### config.mk
export PLATFORM = sky130hd
export DESIGN_NAME = limit_order_book_matcher
export DESIGN_NICKNAME = d
export VERILOG_FILES = /design/src/rtl/core/lobm_pkg.sv /design/src/rtl/core/lobm_scan.sv /design/src/rtl/core/limit_order_book_matcher.sv
export SDC_FILE = /design/constraint.sdc
export NUM_CORES = 2
export LEC_CHECK = 0
export BUFFER_PORTS_ARGS = -buffer_cell sky130_fd_sc_hd__buf_2
export CAP_MARGIN = 40
export CORE_MARGIN = 2
export CORE_UTILIZATION = 35
export CTS_CLUSTER_DIAMETER = 100
export DETAILED_ROUTE_END_ITERATION = 8
export PLACE_DENSITY = 0.47
export SETUP_SLACK_MARGIN = 0.5
export SLEW_MARGIN = 40
export SYNTH_ARGS = -nofsm -noshare
export SYNTH_HDL_FRONTEND = slang
export SYNTH_HIERARCHICAL = 1
export SYNTH_SLANG_ARGS = --single-unit
### constraint.sdc
create_clock -name clock -period 14.95 [get_ports clock]
set_input_delay 3.7375 -clock clock [delete_from_list [all_inputs] [get_ports clock]]
set_output_delay 3.7375 -clock clock [all_outputs]
set_load 0.05 [all_outputs]
### src/rtl/core/lobm_pkg.sv
package lobm_pkg;

   localparam logic [1:0] OP_ADD    = 2'd0;
   localparam logic [1:0] OP_CANCEL = 2'd1;
   localparam logic [1:0] OP_MODIFY = 2'd2;

   localparam logic [1:0] TIF_GTC = 2'd0;
   localparam logic [1:0] TIF_IOC = 2'd1;
   localparam logic [1:0] TIF_FOK = 2'd2;

   localparam int ID_BITS      = 31;
   localparam int TOP_QTY_BITS = 24;
   localparam int ARR_BITS     = 32;

   // Verdict of the scan unit, handed back to the sequencer.
   typedef struct packed {
      logic better;
   } scan_res_type;

endpackage

### src/rtl/core/lobm_scan.sv
module lobm_scan import lobm_pkg::*; #(
   parameter int PRICE_BITS = 16
) (
   input  logic                  cand_side,
   input  logic [PRICE_BITS-1:0] cand_price,
   input  logic [ARR_BITS-1:0]   cand_age,
   input  logic                  have_best,
   input  logic [PRICE_BITS-1:0] best_price,
   input  logic [ARR_BITS-1:0]   best_age,
   output scan_res_type          res
);

   // Shared compare: is the candidate slot ahead of the best so far in
   // price-time priority for its own side.
   always_comb begin
      if (!have_best) begin
         res.better = 1'b1;
      end else if (cand_price != best_price) begin
         res.better = cand_side ? (cand_price < best_price) : (cand_price > best_price);
      end else begin
         res.better = cand_age > best_age;
      end
   end

endmodule

### src/rtl/core/limit_order_book_matcher.sv
// Price-time priority limit order book over MAX_ORDERS slots held in
// registers. Each request (add, cancel or modify) yields zero or more trade
// responses with rsp_tlast low, then one status response with rsp_tlast high
// that carries the accepted flag and the top of book. The block serves one
// request at a time; one shared compare unit visits one slot per cycle. A
// request makes, at most, one pass over the store to find an id or sum the
// fill-or-kill volume, one best-order search per trade and one more that ends
// the match, then a rest pass and two top-of-book passes (search then sum) per
// side. Each response waits in the output register until taken, which holds up
// the request.
module limit_order_book_matcher import lobm_pkg::*; #(
   parameter int MAX_ORDERS = 32,
   parameter int PRICE_BITS = 16,
   parameter int QTY_BITS   = 20
) (
   input  logic clock,
   input  logic reset,
   input  logic req_tvalid,
   output logic req_tready,
   // fields from bit 0: opcode 2, order_id 31, side 1, order_kind 1,
   // time_in_force 2, price_ticks PRICE_BITS, quantity QTY_BITS, timestamp 32
   input  logic [((69+PRICE_BITS+QTY_BITS+7)/8)*8-1:0] req_tdata,
   output logic rsp_tvalid,
   input  logic rsp_tready,
   // fields from bit 0: trade_price 16, trade_qty 20, buyer_id 31,
   // seller_id 31, accepted 1, bid_valid 1, best_bid_price 16,
   // best_bid_qty 24, ask_valid 1, best_ask_price 16, best_ask_qty 24
   output logic [183:0] rsp_tdata,
   output logic rsp_tlast
);

   localparam int SB = $clog2(MAX_ORDERS);
   localparam int SUMB = QTY_BITS + SB + 1;
   localparam int P0 = 37;
   localparam int Q0 = 37 + PRICE_BITS;

   typedef enum logic [10:0] {
      ST_IDLE  = 11'b00000000001,
      ST_FIND  = 11'b00000000010,
      ST_FOK   = 11'b00000000100,
      ST_BEST  = 11'b00000001000,
      ST_TRADE = 11'b00000010000,
      ST_WTRD  = 11'b00000100000,
      ST_REST  = 11'b00001000000,
      ST_TOPB  = 11'b00010000000,
      ST_TOPS  = 11'b00100000000,
      ST_FINAL = 11'b01000000000,
      ST_WFIN  = 11'b10000000000
   } state_type;

   state_type state_ff;

   logic [MAX_ORDERS-1:0] valid_ff;
   logic [ID_BITS-1:0]    sid_ff  [MAX_ORDERS];
   logic                  sside_ff[MAX_ORDERS];
   logic [PRICE_BITS-1:0] spx_ff  [MAX_ORDERS];
   logic [QTY_BITS-1:0]   srem_ff [MAX_ORDERS];
   logic [ARR_BITS-1:0]   sarr_ff [MAX_ORDERS];
   logic [ARR_BITS-1:0]   arr_ff;
   logic [ID_BITS-1:0]    auto_ff;

   // request context
   logic [1:0]            op_ff;
   logic [ID_BITS-1:0]    id_ff;
   logic                  side_ff, mkt_ff;
   logic [1:0]            tif_ff;
   logic [PRICE_BITS-1:0] px_ff;
   logic [QTY_BITS-1:0]   qty_ff;
   logic                  acc_ff;

   // scan bookkeeping
   logic [SB-1:0]         idx_ff;
   logic                  pass2_ff;  // top of book: sum pass after search
   logic                  have_ff;
   logic [SB-1:0]         bidx_ff;
   logic [PRICE_BITS-1:0] bpx_ff;
   logic [ARR_BITS-1:0]   bage_ff;
   logic [SUMB-1:0]       sum_ff;
   logic                  bv_ff, av_ff;
   logic [15:0]           bp_ff, ap_ff;
   logic [TOP_QTY_BITS-1:0] bq_ff, aq_ff;

   logic                  ov_ff, olast_ff;
   logic [183:0]          odata_ff;

   logic                  last_slot;
   logic [SB-1:0]         idx_next;
   logic [ARR_BITS-1:0]   cage;
   logic                  opp, cross_px, scan_side;
   scan_res_type          sres;
   logic [QTY_BITS-1:0]   tq;

   assign last_slot = (idx_ff == SB'(MAX_ORDERS-1));
   // The slot index returns to zero after the last slot, whatever the depth.
   assign idx_next  = last_slot ? '0 : idx_ff + SB'(1);
   assign cage      = arr_ff - sarr_ff[idx_ff];
   assign opp       = ~side_ff;
   assign scan_side = (state_ff == ST_TOPB) ? 1'b0 : (state_ff == ST_TOPS) ? 1'b1 : opp;
   assign tq        = (qty_ff < srem_ff[bidx_ff]) ? qty_ff : srem_ff[bidx_ff];

   lobm_scan #(.PRICE_BITS(PRICE_BITS)) u_scan (
      .cand_side (scan_side),
      .cand_price(spx_ff[idx_ff]),
      .cand_age  (cage),
      .have_best (have_ff),
      .best_price(bpx_ff),
      .best_age  (bage_ff),
      .res       (sres)
   );

   function automatic logic crosses(input logic buy, input logic mkt,
                                    input logic [PRICE_BITS-1:0] lim,
                                    input logic [PRICE_BITS-1:0] px);
      crosses = mkt | (buy ? (px <= lim) : (px >= lim));
   endfunction

   assign cross_px = crosses(~side_ff, mkt_ff, px_ff, spx_ff[idx_ff]);

   assign req_tready = (state_ff == ST_IDLE);
   assign rsp_tvalid = ov_ff;
   assign rsp_tdata  = odata_ff;
   assign rsp_tlast  = olast_ff;

   always_ff @(posedge clock) begin
      if (reset) begin
         state_ff <= ST_IDLE;
         valid_ff <= '0;
         arr_ff   <= '0;
         auto_ff  <= ID_BITS'(1);
         ov_ff    <= 1'b0;
         olast_ff <= 1'b0;
      end else begin
         unique case (state_ff)
            ST_IDLE: begin
               if (req_tvalid) begin
                  op_ff   <= req_tdata[1:0];
                  side_ff <= req_tdata[33];
                  mkt_ff  <= req_tdata[34];
                  tif_ff  <= req_tdata[36:35];
                  px_ff   <= req_tdata[P0 +: PRICE_BITS];
                  qty_ff  <= req_tdata[Q0 +: QTY_BITS];
                  acc_ff  <= (req_tdata[1:0] == OP_ADD);
                  idx_ff  <= '0;
                  have_ff <= 1'b0;
                  sum_ff  <= '0;
                  pass2_ff <= 1'b0;
                  // an add with id zero takes the next automatic id
                  id_ff   <= (req_tdata[1:0] == OP_ADD && req_tdata[32:2] == '0) ?
                             auto_ff : req_tdata[32:2];
                  if (req_tdata[1:0] == OP_ADD) begin
                     if (req_tdata[32:2] == '0) begin
                        auto_ff <= (auto_ff == '1) ? ID_BITS'(1) : auto_ff + ID_BITS'(1);
                     end
                     state_ff <= (req_tdata[36:35] == TIF_FOK) ? ST_FOK : ST_BEST;
                  end else if (req_tdata[1:0] == OP_CANCEL || req_tdata[1:0] == OP_MODIFY) begin
                     state_ff <= ST_FIND;
                  end else begin
                     state_ff <= ST_TOPB;
                  end
               end
            end
            ST_FIND: begin
               // most recent arrival carrying the id: smallest age
               logic          hit;
               logic [SB-1:0] f;
               hit = valid_ff[idx_ff] && sid_ff[idx_ff] == id_ff &&
                     (!have_ff || cage < bage_ff);
               f = hit ? idx_ff : bidx_ff;
               idx_ff <= idx_next;
               if (!last_slot) begin
                  if (hit) begin
                     have_ff <= 1'b1;
                     bidx_ff <= idx_ff;
                     bage_ff <= cage;
                  end
               end else begin
                  have_ff <= 1'b0;
                  if (have_ff || hit) begin
                     valid_ff[f] <= 1'b0;
                     acc_ff <= 1'b1;
                     if (op_ff == OP_MODIFY && qty_ff != '0) begin
                        side_ff  <= sside_ff[f];
                        mkt_ff   <= 1'b0;
                        tif_ff   <= TIF_GTC;
                        state_ff <= ST_BEST;
                     end else begin
                        state_ff <= ST_TOPB;
                     end
                  end else begin
                     state_ff <= ST_TOPB;
                  end
               end
            end
            ST_FOK: begin
               logic [SUMB-1:0] s;
               s = sum_ff;
               if (valid_ff[idx_ff] && sside_ff[idx_ff] == opp && cross_px)
                  s = sum_ff + SUMB'(srem_ff[idx_ff]);
               sum_ff <= s;
               idx_ff <= idx_next;
               if (last_slot)
                  state_ff <= (s < SUMB'(qty_ff)) ? ST_TOPB : ST_BEST;
            end
            ST_BEST: begin
               if (qty_ff == '0) begin
                  state_ff <= ST_REST;
                  idx_ff <= '0;
               end else begin
                  if (valid_ff[idx_ff] && sside_ff[idx_ff] == opp && sres.better) begin
                     have_ff <= 1'b1;
                     bidx_ff <= idx_ff;
                     bpx_ff  <= spx_ff[idx_ff];
                     bage_ff <= cage;
                  end
                  idx_ff <= idx_next;
                  if (last_slot) state_ff <= ST_TRADE;
               end
            end
            ST_TRADE: begin
               idx_ff <= '0;
               have_ff <= 1'b0;
               if (have_ff && crosses(~side_ff, mkt_ff, px_ff, bpx_ff)) begin
                  odata_ff <= {86'd0,
                               side_ff ? id_ff : sid_ff[bidx_ff],
                               side_ff ? sid_ff[bidx_ff] : id_ff,
                               20'(tq), 16'(spx_ff[bidx_ff])};
                  ov_ff    <= 1'b1;
                  olast_ff <= 1'b0;
                  qty_ff   <= qty_ff - tq;
                  srem_ff[bidx_ff] <= srem_ff[bidx_ff] - tq;
                  if (srem_ff[bidx_ff] == tq) valid_ff[bidx_ff] <= 1'b0;
                  state_ff <= ST_WTRD;
               end else begin
                  state_ff <= ST_REST;
               end
            end
            ST_WTRD: begin
               if (rsp_tready) begin
                  ov_ff <= 1'b0;
                  state_ff <= ST_BEST;
               end
            end
            ST_REST: begin
               // first free slot takes the remainder
               if (mkt_ff || qty_ff == '0 || tif_ff == TIF_IOC || tif_ff == TIF_FOK) begin
                  state_ff <= ST_TOPB;
                  idx_ff <= '0;
               end else if (!valid_ff[idx_ff]) begin
                  valid_ff[idx_ff] <= 1'b1;
                  sid_ff[idx_ff]   <= id_ff;
                  sside_ff[idx_ff] <= side_ff;
                  spx_ff[idx_ff]   <= px_ff;
                  srem_ff[idx_ff]  <= qty_ff;
                  sarr_ff[idx_ff]  <= arr_ff;
                  arr_ff   <= arr_ff + ARR_BITS'(1);
                  idx_ff   <= '0;
                  state_ff <= ST_TOPB;
               end else begin
                  idx_ff <= idx_next;
                  if (last_slot) begin
                     acc_ff <= 1'b0;
                     state_ff <= ST_TOPB;
                  end
               end
            end
            ST_TOPB, ST_TOPS: begin
               logic mine;
               logic [SUMB-1:0] s;
               mine = valid_ff[idx_ff] && sside_ff[idx_ff] == scan_side;
               s = sum_ff;
               if (!pass2_ff) begin
                  if (mine && sres.better) begin
                     have_ff <= 1'b1;
                     bpx_ff  <= spx_ff[idx_ff];
                     bage_ff <= cage;
                  end
               end else if (mine && spx_ff[idx_ff] == bpx_ff) begin
                  s = sum_ff + SUMB'(srem_ff[idx_ff]);
               end
               idx_ff <= idx_next;
               if (!last_slot) begin
                  sum_ff <= s;
               end else if (!pass2_ff) begin
                  pass2_ff <= 1'b1;
                  sum_ff <= '0;
               end else begin
                  logic [TOP_QTY_BITS-1:0] q;
                  q = (s > SUMB'({TOP_QTY_BITS{1'b1}})) ? '1 : TOP_QTY_BITS'(s);
                  pass2_ff <= 1'b0;
                  have_ff  <= 1'b0;
                  sum_ff   <= '0;
                  if (state_ff == ST_TOPB) begin
                     bv_ff <= have_ff;
                     bp_ff <= have_ff ? 16'(bpx_ff) : 16'd0;
                     bq_ff <= have_ff ? q : '0;
                     state_ff <= ST_TOPS;
                  end else begin
                     av_ff <= have_ff;
                     ap_ff <= have_ff ? 16'(bpx_ff) : 16'd0;
                     aq_ff <= have_ff ? q : '0;
                     state_ff <= ST_FINAL;
                  end
               end
            end
            ST_FINAL: begin
               odata_ff <= {3'd0, aq_ff, ap_ff, av_ff,
                            bq_ff, bp_ff, bv_ff, acc_ff, 98'd0};
               ov_ff    <= 1'b1;
               olast_ff <= 1'b1;
               state_ff <= ST_WFIN;
            end
            ST_WFIN: begin
               if (rsp_tready) begin
                  ov_ff <= 1'b0;
                  state_ff <= ST_IDLE;
               end
            end
            default: state_ff <= ST_IDLE;
         endcase
      end
   end

endmodule

======== Word-level counts from Yosys, hierarchy flattened ========
Memory sizes are Yosys's and may differ from the RTL's. A register that Yosys moved wholly into a read port is not among the register bits.
Cells that the tools add are included.
word-level totals
  memories kept ........................... 5
  bits in writable memories ............... 3200
  word-level logic and storage cells ...... 330
  register bits after elaboration ......... 534
  input port bits ......................... 116
memories
  memory    words  bits a word  rd ports  clocked after Yosys merged registers in  wr ports  RTL line                        text
  sarr_ff   32     32           1         1                                        1         limit_order_book_matcher.sv:58  logic [ARR_BITS-1:0] sarr_ff [MAX_ORDERS];
  sid_ff    32     31           2         2                                        1         limit_order_book_matcher.sv:54  logic [ID_BITS-1:0] sid_ff [MAX_ORDERS];
  srem_ff   32     20           2         2                                        1         limit_order_book_matcher.sv:57  logic [QTY_BITS-1:0] srem_ff [MAX_ORDERS];
  spx_ff    32     16           2         2                                        1         limit_order_book_matcher.sv:56  logic [PRICE_BITS-1:0] spx_ff [MAX_ORDERS];
  sside_ff  32     1            2         1                                        1         limit_order_book_matcher.sv:55  logic sside_ff[MAX_ORDERS];
cells by class
  reduce and logical (&&, ||, !) cells .... 62
  equality and inequality tests ........... 50
  order comparisons ....................... 17
  muxes and demuxes ....................... 149
  $add $sub $neg .......................... 7
  bitwise logic cells ..................... 12
operators by type and width
  cell                                                             count
  32-bit 2-to-1 mux                                                12
  184-bit one-hot mux with 2 select lines                          1
  26-bit 2-to-1 mux                                                9
  32-bit one-hot mux with 3 select lines                           2
  184-bit 2-to-1 mux                                               1
  11-bit 2-to-1 mux                                                13
  31-bit 2-to-1 mux                                                4
  11-bit one-hot mux with 10 select lines                          1
  5-bit 2-to-1 mux                                                 18
  16-bit 2-to-1 mux                                                5
  20-bit 2-to-1 mux                                                4
  26-bit one-hot mux with 3 select lines                           1
  32-bit AND                                                       2
  32-bit inverter                                                  2
  1-bit 2-to-1 mux                                                 49
  24-bit 2-to-1 mux                                                2
  2-bit != test, second input constant                             21
  20-bit one-hot mux with 2 select lines                           1
  20-bit subtractor                                                2
  32-bit by 1-bit adder with 32-bit output, second input constant  1
  16-bit greater-or-equal comparator                               2
  32-bit > comparator                                              1
  16-bit less-or-equal comparator                                  2
  32-bit < comparator                                              1
  72 further kinds                                                 140

======== Longest topological paths before layout ========
  depth after elaboration ................. 14
  mapped depth ............................ 48

======== Hierarchy ========
Netlist, hierarchy kept.
modules (own cells, without submodules)
  module                    cells an instance  area an instance (um^2)  seq. area each (um^2)  times used
  limit_order_book_matcher  8936               168819.4                 111156.6               1
  lobm_scan                 175                1247.4                   0.0                    1

======== Worst setup path before layout ========
Ideal clock, no wire load.
  path kind ............................... input to register
  start point ............................. in reset
  end point ............................... reg odata_ff[0] (netlist: rsp_tdata[0]) (enable)
  slack ................................... 1.157 ns
  data required time ...................... 14.168 ns
  data arrival time ....................... 13.011 ns
  stages .................................. 4
  cell sequence ........................... clkbuf_1 > clkbuf_1 > clkbuf_1 > a21oi_1
between the ends
  cells in the longest elaborated chain, start to end .. 2
RTL lines
  what                                  RTL line                         text
  start, declared                       limit_order_book_matcher.sv:17   input logic reset,
  1-bit inverter (no source line)       -
  3-bit AND reduction (no source line)  -
  end signal, assigned                  limit_order_book_matcher.sv:223  odata_ff <= {86'd0,
  end signal, assigned                  limit_order_book_matcher.sv:306  odata_ff <= {3'd0, aq_ff, ap_ff, av_ff,
  end, declared                         limit_order_book_matcher.sv:84   logic [183:0] odata_ff;
No other way between the ends.
A chain may end at the register's enable or synchronous reset.

==> impl_metrics.sql <==
INSERT INTO impl_metrics (metric_group, metric, value, unit) VALUES
('outcome', 'status', 'finished clean', ''),
('critical_path', 'worst_r2r_path_depth', '35', ''),
('drt', 'routedLengthMet1', '237', 'mm'),
('synthesis', 'yosysSeqAreaShare', '0.654', ''),
('min_path', 'worstHoldPathCells', '2', ''),
('timing', 'setup_tns', '0', 'ps'),
('timing', 'finalCritPeriodShare', '0.754', ''),
('grt', 'wire_length_of_the_first_global_routing_pass', '777', 'mm'),
('placed_design', 'portBuffers', '260', ''),
('timing', 'final_max_slew_viol_count', '0', ''),
('critical_path', 'critical-path-max-stage-delay', '670', 'ps'),
('clocking', 'htree_num_levels', '5', ''),
('synthesis', 'synth.avg_cell_area', '18.7', 'um2'),
('timing', 'setup_violations', '0', ''),
('drt', 'routed_via_density', '5.81', ''),
('drt', 'met3_length', '31.4', 'mm'),
('drt', 'routed.top_layer', 'met5', ''),
('floorplan', 'initial_utilization', '0.351', ''),
('pwr', 'combPwrFrac', '0.338', ''),
('critical_path', 'critPathCapture', 'side_ff$_DFFE_PP_', ''),
('synthesis', 'syn_area', '170000', 'um2'),
('drt', 'post_drt_wl_per_cell', '34.2', 'um'),
('critical_path', 'critical_path.slowest_cell', 'sky130_fd_sc_hd__dfxtp_4', ''),
('clocking', 'clock_path_buffers', '4', ''),
('clocking', 'cts_sinks', '3741', ''),
('clocking', 'ctsRootBufferMaster', 'sky130_fd_sc_hd__clkbuf_16', ''),
('drt', 'routed-via-count', '95400', ''),
('critical_path', 'critical_r2r_capture', 'side_ff$_DFFE_PP_', ''),
('drt', 'detailroute.wirelength.met2', '276', 'mm'),
('floorplan', 'fp.coreArea', '485000', 'um2'),
('critical_path', 'reg2reg_slack', '3670', 'ps'),
('pwr', 'share_seq_of_total_power', '0.367', ''),
('critical_path', 'cp.arrival', '12020', 'ps'),
('grt', 'globalRouteTotalUtil', '0.224', ''),
('layout', 'post_route_cells_drive_above_1_share', '0.303', ''),
('timing', 'timing.final.ws_setup', '3670', 'ps'),
('critical_path', 'cp-end-kind', 'flip-flop', ''),
('grt', 'grt_start_max_net_pins', '117', ''),
('grt', 'first_global_vias', '98100', ''),
('layout', 'layoutNonFillerInstCount', '16400', ''),
('layout', 'syn2layout_area_growth', '14.8', '%'),
('clocking', 'total_setup_buffers_inserted_after_cts', '0', ''),
('drt', 'ant_nets', '0', ''),
('synthesis', 'synth_async_sr_flop_share', '0', ''),
('pwr', 'power.share.switching', '0.334', ''),
('pwr', 'pwr_density_cell', '180', 'nW/um2'),
('placed_design', 'placement.setup.worst_slack', '3480', 'ps'),
('placed_design', 'numPlacedInstances', '15600', ''),
('clocking', 'clkLatencyLatePin', '1030', 'ps'),
('pwr', 'clockPowerShare', '0.295', ''),
('timing', 'period_needed', '11280', 'ps'),
('min_path', 'hold_path_class', 'flip-flop to flip-flop', ''),
('clocking', 'tritoncts_clock_tree', 'built', ''),
('grt', 'grt_antenna_before_repair', '28', ''),
('pwr', 'netSwitchingPower', '11700', 'uW'),
('critical_path', 'critical_path_required', '15700', 'ps'),
('timing', 'hold_viol', '0', ''),
('clocking', 'path_clk_slew', '60', 'ps'),
('timing', 'worstMarginPinSlew', '903', 'ps'),
('critical_path', 'crit_path_start_kind', 'flip-flop', ''),
('timing', 'worst_slew_margin_rel', '0.398', ''),
('clocking', 'gates_resized_cts_repair', '0', ''),
('placed_design', 'detailedPlacementHpwl', '328', 'mm'),
('critical_path', 'maximum_fanout_count_along_the_critical_path', '67', ''),
('floorplan', 'die_width', '701', 'um'),
('synthesis', 'synth_edf_count', '3623', ''),
('clocking', 'numCtsBuffers', '414', ''),
('pwr', 'static_leakage', '0.0633', 'uW'),
('floorplan', 'num_io_pins', '303', ''),
('drt', 'dr.pass1.iters', '8', ''),
('drt', 'wl', '561', 'mm');
[cell usage after synthesis (9+ instances only)]
master,n,share of area
sky130_fd_sc_hd__edfxtp_1,3623,0.64
sky130_fd_sc_hd__mux4_2,1511,0.20
sky130_fd_sc_hd__nor2_1,413,0.0091
sky130_fd_sc_hd__mux2i_1,349,0.021
sky130_fd_sc_hd__nand2_1,330,0.0073
sky130_fd_sc_hd__clkbuf_1,303,0.0067
sky130_fd_sc_hd__ha_1,247,0.018
sky130_fd_sc_hd__a21oi_1,227,0.0067
sky130_fd_sc_hd__inv_1,202,0.0045
sky130_fd_sc_hd__o21ai_0,188,0.0055
sky130_fd_sc_hd__and2_1,124,0.0046
sky130_fd_sc_hd__a22oi_1,120,0.0053
sky130_fd_sc_hd__buf_1,118,0.0026
sky130_fd_sc_hd__dfxtp_1,118,0.014
sky130_fd_sc_hd__xor2_1,95,0.0049
sky130_fd_sc_hd__a21o_1,82,0.0036
sky130_fd_sc_hd__nand3_1,80,0.0024
sky130_fd_sc_hd__mux2_2,76,0.0050
sky130_fd_sc_hd__xnor2_1,73,0.0038
sky130_fd_sc_hd__buf_2,70,0.0021
sky130_fd_sc_hd__a211oi_1,56,0.0025
sky130_fd_sc_hd__nand4_1,54,0.0020
sky130_fd_sc_hd__and3_1,52,0.0019
sky130_fd_sc_hd__nor2b_1,49,0.0018
sky130_fd_sc_hd__nor3_1,47,0.0014
sky130_fd_sc_hd__nor4_1,36,0.0013
sky130_fd_sc_hd__nand2b_1,32,0.0012
sky130_fd_sc_hd__buf_6,30,0.0020
sky130_fd_sc_hd__buf_4,27,0.0012
sky130_fd_sc_hd__o22ai_1,27,0.00099
sky130_fd_sc_hd__a21oi_2,22,0.0011
sky130_fd_sc_hd__a31oi_1,19,0.00070
sky130_fd_sc_hd__o211ai_1,19,0.00084
sky130_fd_sc_hd__or3_1,19,0.00070
sky130_fd_sc_hd__a221oi_1,18,0.00093
sky130_fd_sc_hd__and4_1,15,0.00077
sky130_fd_sc_hd__o21a_1,15,0.00066
sky130_fd_sc_hd__o31ai_1,14,0.00062
sky130_fd_sc_hd__nand3b_1,13,0.00057
sky130_fd_sc_hd__a22o_1,11,0.00057
sky130_fd_sc_hd__o2111ai_1,10,0.00051
sky130_fd_sc_hd__nor3b_1,9,0.00040
sky130_fd_sc_hd__or4_1,9,0.00040
[stage by stage]
stage	power [uW]	hold slack [ps]	instance area, um2	utilization
2_1_floorplan	20900	446	170000	-
3_3_place_gp	24800	468	180000	0.372
3_5_place_dp	25000	468	182000	0.374
4_1_cts	35400	474	195000	0.402
5_1_grt	36500	500	195000	0.403
6_report	35000	481	195000	0.403
[power groups by stage]
stage	registers [uW]	clock network [uW]	logic, uW
final	12900	10400	11800
after CTS	12900	10600	12000
after floorplan	13000	0	7870
after global routing	12900	11000	12700
after global placement	13200	0	11600
after detailed placement	13100	0	11900
[cell type report]
cell class / instances / area, um2
Clock inverter: 233 / 2360
Fill cell: 43300 / 290000
Tap cell: 6450 / 8070
Timing Repair Buffer: 622 / 4950
Inverter: 203 / 769
Multi-Input combinational cell: 4620 / 56600
Clock buffer: 540 / 11200
Antenna cell: 10 / 25.0
Sequential cell: 3741 / 111000
[flip-flops by register name (all words and copies together) (netlist names), 2 cells and up, named ones only]
signal     flops
sarr_ff     1024
sid_ff       992
srem_ff      640
spx_ff       512
rsp_tdata    181
arr_ff        32
bage_ff       32
sside_ff      32
valid_ff      32
auto_ff       31
id_ff         31
sum_ff        26
aq_ff         24
bq_ff         24
qty_ff        20
ap_ff         16
bp_ff         16
bpx_ff        16
px_ff         16
state_ff      11
bidx_ff        5
idx_ff         5
op_ff          2
tif_ff         2
[kinds of logic after synthesis]
kind of cell | count (synthesis) | share of synthesized area
AO/OA/AOI/OAI | 931 | 0.0359
flip-flops | 3741 | 0.654
other | 1 | 0.0000221
adder cells (fa/ha/maj) | 251 | 0.0186
XOR/XNOR | 168 | 0.00865
AND/OR/NAND/NOR | 1328 | 0.0382
buffers and inverters | 752 | 0.0190
multiplexers | 1939 | 0.226
[critical path, delay by kind of cell (launching register included)]
family,cells,cell delay (ps)
XOR/XNOR,1,150
adder cells (fa/ha/maj),2,740
AO/OA/AOI/OAI,19,4150
AND/OR/NAND/NOR,5,1450
multiplexers,4,2050
flip-flops,1,670
buffers and inverters,4,1550
[layer usage]
layer	vias up	global-route usage
li1	39000	-
met1	52200	0.306
met2	3385	0.376
met3	741	0.0293
met4	8	0.0603
met5	-	0
[how the worst min path moves through the flow]
stage / startpoint / slack (ps) / to
2_1_floorplan: valid_ff[14]$_SDFFE_PP0P_ / 450 / valid_ff[14]$_SDFFE_PP0P_
3_3_place_gp: valid_ff[27]$_SDFFE_PP0P_ / 470 / valid_ff[27]$_SDFFE_PP0P_
3_5_place_dp: valid_ff[6]$_SDFFE_PP0P_ / 470 / valid_ff[6]$_SDFFE_PP0P_
4_1_cts: valid_ff[22]$_SDFFE_PP0P_ / 470 / valid_ff[22]$_SDFFE_PP0P_
5_1_grt: valid_ff[22]$_SDFFE_PP0P_ / 500 / valid_ff[22]$_SDFFE_PP0P_
6_report: valid_ff[6]$_SDFFE_PP0P_ / 480 / valid_ff[6]$_SDFFE_PP0P_
(Power assumes the default switching activity.)
